## src/rtl/pcrl_pkg.sv

```systemverilog
// Shared widths, codes and control types of the per-ID cooldown rate limiter.
package pcrl_pkg;

    localparam int NUM_IDS_DEF = 1024;

    localparam int ACT_W   = 3;
    localparam int ID_W    = 10;
    localparam int TIME_W  = 32;
    localparam int LIM_W   = 8;
    localparam int CNT_W   = 8;
    localparam int TOT_W   = 32;
    localparam int FSTAT_W = 16;
    localparam int CAUSE_W = 2;

    localparam logic [FSTAT_W-1:0] OVERLOAD_REQUESTS = 16'd10;
    localparam logic [FSTAT_W-1:0] OVERLOAD_REFUSALS = 16'd5;
    localparam logic [CNT_W-1:0]   CNT_MAX           = '1;
    localparam logic [FSTAT_W-1:0] FSTAT_MAX         = '1;

    typedef enum logic [ACT_W-1:0] {
        ACT_REQUEST      = 3'd0,
        ACT_PLAYED       = 3'd1,
        ACT_FRAME_TICK   = 3'd2,
        ACT_CONFIGURE    = 3'd3,
        ACT_CLEAR_TOTALS = 3'd4
    } t_action;

    typedef enum logic [CAUSE_W-1:0] {
        CAUSE_NONE     = 2'd0,
        CAUSE_COOLDOWN = 2'd1,
        CAUSE_LIMIT    = 2'd2
    } t_cause;

    // Commands from the controller to the datapath.
    typedef struct packed {
        logic accept;
        logic exec;
        logic clear_step;
        logic sweep_step;
    } t_cmd;

    // Status from the datapath to the controller.
    typedef struct packed {
        logic sweep_last;
        logic is_tick;
    } t_sts;

    // One word of the configuration table.
    typedef struct packed {
        logic              valid;
        logic [TIME_W-1:0] cooldown;
        logic [LIM_W-1:0]  limit;
    } t_entry_cfg;

endpackage

```

## src/rtl/pcrl_ctrl.sv

```systemverilog
// Controller state machine: table clearing, item sequencing and result handoff.
module pcrl_ctrl (
    input  logic           i_clk,
    input  logic           i_rst_n,
    input  logic           i_in_valid,
    output logic           o_in_ready,
    input  logic           i_out_ready,
    output logic           o_out_valid,
    output pcrl_pkg::t_cmd o_cmd,
    input  pcrl_pkg::t_sts i_sts
);
    import pcrl_pkg::*;

    typedef enum logic [3:0] {
        S_INIT  = 4'b0001,
        S_IDLE  = 4'b0010,
        S_EXEC  = 4'b0100,
        S_SWEEP = 4'b1000
    } t_state;

    t_state r_state, n_state;
    logic   r_out_valid, n_out_valid;
    logic   fire;

    // Next state and commands. An item executes once the result register is free.
    always_comb begin
        n_state    = r_state;
        o_cmd      = '0;
        o_in_ready = 1'b0;
        fire       = 1'b0;
        case (r_state)
            S_INIT: begin
                o_cmd.clear_step = 1'b1;
                if (i_sts.sweep_last) begin
                    n_state = S_IDLE;
                end
            end
            S_IDLE: begin
                o_in_ready = 1'b1;
                if (i_in_valid) begin
                    o_cmd.accept = 1'b1;
                    n_state      = S_EXEC;
                end
            end
            S_EXEC: begin
                fire      = !r_out_valid || i_out_ready;
                o_cmd.exec = fire;
                if (fire) begin
                    n_state = i_sts.is_tick ? S_SWEEP : S_IDLE;
                end
            end
            S_SWEEP: begin
                o_cmd.sweep_step = 1'b1;
                if (i_sts.sweep_last) begin
                    n_state = S_IDLE;
                end
            end
            default: begin
                n_state = S_INIT;
            end
        endcase
        n_out_valid = (r_out_valid && !i_out_ready) || fire;
    end

    // State registers.
    always_ff @(posedge i_clk) begin
        if (!i_rst_n) begin
            r_state     <= S_INIT;
            r_out_valid <= 1'b0;
        end else begin
            r_state     <= n_state;
            r_out_valid <= n_out_valid;
        end
    end

    assign o_out_valid = r_out_valid;

endmodule

```

## config.mk

```make
export PLATFORM = sky130hd
export DESIGN_NAME = pcrl_ctrl
export DESIGN_NICKNAME = d
export VERILOG_FILES = /design/src/rtl/pcrl_pkg.sv /design/src/rtl/pcrl_ctrl.sv
export SDC_FILE = /design/constraint.sdc
export NUM_CORES = 1
export LEC_CHECK = 0
export ABC_AREA = 1
export BUFFER_PORTS_ARGS = -buffer_cell sky130_fd_sc_hd__buf_4
export CORE_AREA = 2 2 39 41
export CTS_BUF_LIST = sky130_fd_sc_hd__clkbuf_16
export DETAILED_ROUTE_END_ITERATION = 7
export DIE_AREA = 0 0 41 43
export SLEW_MARGIN = 20
export SYNTH_ARGS = -nofsm -noshare
export SYNTH_HDL_FRONTEND = slang
export SYNTH_SLANG_ARGS = --single-unit
```

## constraint.sdc

```tcl
create_clock -name i_clk -period 1.93 [get_ports i_clk]
set_input_delay 0 -clock i_clk [delete_from_list [all_inputs] [get_ports i_clk]]
set_output_delay 0 -clock i_clk [all_outputs]
set_load 0.02 [all_outputs]
```

* Word-level counts from Yosys, hierarchy flattened
Index checks and enable logic that the tools add are counted.
Operators by class: equality and inequality tests 7, reduce and logical (&&, ||, !) cells 7, muxes and demuxes 11
Operator list (number):
- 4-bit two-way mux | 4
- 4-bit one-hot mux with 3 select lines | 1
- 1-bit two-way mux | 6
- 4-bit by 1-bit == test with 1-bit output, second input constant | 1
- 4-bit by 2-bit == test with 1-bit output, second input constant | 1
- 4-bit by 3-bit == test with 1-bit output, second input constant | 1
- 4-bit == test, second input constant | 1
- 2-bit inequality test, second input constant | 2
- 3-bit AND reduction | 1
- 1-bit logical NOT | 2
- 1-bit logical OR | 2
- 2-bit by 1-bit inequality test with 1-bit output, second input constant | 1
- 2-bit OR reduction | 1
- 1-bit logical AND | 1
Storage, ports and cells: output and inout bits 6, register bits after elaboration 5, word-level logic and storage cells 27

* Longest topological paths before layout
depth after elaboration 4, gate-level depth with buffers 8, depth with buffers taken out 8

* Least setup slack after synthesis
No wires, ideal clock.
path kind reg-to-reg, from reg r_out_valid (netlist: o_out_valid), to reg r_state[3], data required time 1.815 ns, path buffers 0, path slack 0.802 ns, cell stages (with the launch flop) 8, arrival 1.013 ns, cells stage by stage dfxtp_1 -> inv_1 -> nor2_1 -> nand3_1 -> nand2_2 -> inv_2 -> a21oi_1 -> nor2_1
On the way: cells in the longest elaborated chain, start to end 4
RTL lines:
- start: declaration | line pcrl_ctrl.sv:22 | logic r_out_valid, n_out_valid;
- start signal: assignment | line pcrl_ctrl.sv:72 | r_out_valid <= n_out_valid;
- 1-bit logical NOT | line pcrl_ctrl.sv:46 | fire = !r_out_valid || i_out_ready;
- 1-bit logical OR | line pcrl_ctrl.sv:46
- 2-bit inequality test (no line)
- 3-bit AND reduction (no line)
- end signal: assignment | line pcrl_ctrl.sv:71 | r_state <= n_state;
- end: declaration | line pcrl_ctrl.sv:21 | t_state r_state, n_state;
No other way between the ends. A chain may end at the register's enable or synchronous reset.

==> metrics <==
status=finished, final reports clean; period utilization=59.2%; Slowest cell on crit path=dfxtp_1; Starting Density=23.6%; CP Cell Sequence=inv_1 > nor2_1 > nand2_1 > nor2_2 > buf_4; I/O pin count=12; LEAKAGE=0.274 nW; synthesized flop and latch total=5; post-CTS setup buffer count=0; die area=1760 sq um; GRT Total Usage=10.0%; r2r startpoint=r_state[1]$_SDFFE_PN0P_; # DRC=0; post-synthesis cell count=54; placed wire-length estimate=554 um; Syn Std Cell Area=327 sq um; maxcap violations=0; initial antenna violation count=0; port bufs=11; Worst Tran Pin Value=0.203 ns; first-pass GRT wire length=1090 um; Critical Path Source=r_state[1]$_SDFFE_PN0P_; worst hold-check path type=in2reg; FILL cells=159; First DRT Iteration DRCs=4; CP top delay family=flip-flops; Pre-antenna DRT Iters=4; grt met3 use=7.85%; Distinct cells, synth=12; core area=1380 sq um; commonest cells after routing, fill and taps aside=inv_1, buf_4, nor2_1; crit path buf inv count=2; clk root buf=clkbuf_16; worst ir drop on vdd=0.000662 V; number of global-route vias before repair=301; most common cell after layout, fill and taps aside=inv_1; total net switching power=0.000277 W; Max Root-Sink Buffers=2; Worst EP required=1.93 ns; total design power=0.000798 W; met2 usage in global routing=12.8%; post-synthesis sequential area ratio=30.7%; critical path class=reg2out; clk_lat worst skew=0.23 ns; R2R setup slack=0.81 ns; RSZ-0062 raised after global routing=false; # hold bufs at CTS=0; CTS tree=yes; total wire length=684 um; Final ANT Viol Nets=0; Gate power share=37.0%; max-slew violation count=0; htree depth=1; post-cts resize count=0; Synthesized Nets=60; Critical Path Max Stage Delay=0.39 ns; worst-path fanout max=4; Final Hold Vio Count=0; GRT overflow=0; share of layout cells above drive strength 1=35.3%; Die H=43 um; Worst Setup End Kind=output port; pwr dens=1590 nW/um^2; clk slew on worst S/H paths=0.03 ns; Clock Skew=0.00329 ns; Max Freq=875 MHz; crit path launch type=flip-flop; routing usage on met1=11.3%; Clk network pwr share=42.2%; CP Data Arrival Time=1.14 ns; final core utilization=36.2%; Ys Warns=0; chip width=41 um; Slew headroom=86.5%; number of core rows=14; Tmin final=1.14 ns; Sink Count=5; Final setup viols=0; cell count of the worst reg-to-reg path=6; syn avg cell area=6.05 sq um; GP Congestion=0.806; Layout area overhead=53.3%; vias per cell=4.20; ant diodes=0; sequential power share=20.8%; largest net degree at the start of global routing=5; Setup crit end=o_cmd[3]; wire length per cell=8.14 um; busiest grt layer=met2; r2r endpoint=r_state[3]$_SDFFE_PN0P_; Setup Total Neg Slack=0 ns; CTS Buf Count=3; routed via count=353; Layout Nets=75; internal power=0.000520 W; Net Sw Frac=34.8%; WP depth=5
==> stage by stage <==
stage	cells	hold slack [ns]	cell area, sq um	worst slack (ns)
2_1_floorplan	54	0.121	327	0.802
3_5_place_dp	80	0.264	422	0.802
3_3_place_gp	80	0.243	422	0.832
5_1_grt	84	0.0404	500	0.653
4_1_cts	84	0.0251	500	0.777
6_report	84	0.0257	500	0.787
==> power by group through the flow <==
| stage | combinational (W) | clock [W] | sequential [W] |
|---|---|---|---|
| final | 0.000295 | 0.000337 | 0.000166 |
| after global routing | 0.000330 | 0.000352 | 0.000172 |
| after CTS | 0.000299 | 0.000344 | 0.000165 |
| after detailed placement | 0.000298 | 0 | 0.000166 |
| after global placement | 0.000298 | 0 | 0.000165 |
| after floorplan | 0.000222 | 0 | 0.000160 |
==> registers in the layout, summed over array words and instances, names as in the netlist <==
| name | count |
|---|---|
| r_state | 4 |
| o_out_valid | 1 |
==> cells by family after synthesis <==
group                  synth area share (%)
AOI/OAI and AO/OA                      9.19
buffers and inverters                  17.2
DFF                                    30.7
and+or+nand+nor                        42.9
==> cell type report <==
type | instances | area, sq um | share of cell area [%]
clock inverters | 1 | 3.75 | 0.750
inverters | 13 | 48.8 | 9.75
repair buffers | 11 | 82.6 | 16.5
well taps | 16 | 20.0 | 4.00
multi-input cells | 35 | 170 | 34.0
flip-flops and latches | 5 | 100 | 20.0
clock buffers | 3 | 75.1 | 15.0
==> metal layers <==
metal / up-vias / wire length [um]
met1: 150 / 292
met2: 10 / 331
met3: 2 / 53
met5: - / 0
met4: 0 / 6
li1: 191 / -
==> worst reg2reg max path: cells and delay by family, from the launching register on <==
family	cells	cell delay, ns
AOI/OAI and AO/OA	1	0.14
DFF	1	0.34
and+or+nand+nor	5	0.54
==> synthesized netlist by cell type, drive strengths merged <==
library cell  count  area [sq um]
dfxtp             5           100
nand3             5          30.0
nor2             14          62.6
o21ai             1          5.00
nand2            10          47.5
inv              13          48.8
buf               1          7.51
a21oi             5          25.0
==> worst min path at each step <==
| stage | startpoint | endpoint | slack (ns) | cells past startpoint |
|---|---|---|---|---|
| CTS | i_rst_n | r_state[3]$_SDFFE_PN0P_ | 0.03 | 3 |
| global route | i_rst_n | r_state[3]$_SDFFE_PN0P_ | 0.04 | 3 |
| floorplan | i_rst_n | r_state[3]$_SDFFE_PN0P_ | 0.12 | 2 |
| detailed placement | i_rst_n | r_state[3]$_SDFFE_PN0P_ | 0.26 | 3 |
| finish | i_rst_n | r_state[3]$_SDFFE_PN0P_ | 0.03 | 3 |
| global placement | i_rst_n | r_state[3]$_SDFFE_PN0P_ | 0.24 | 3 |
Note: power is estimated with default switching activity, not from simulation.
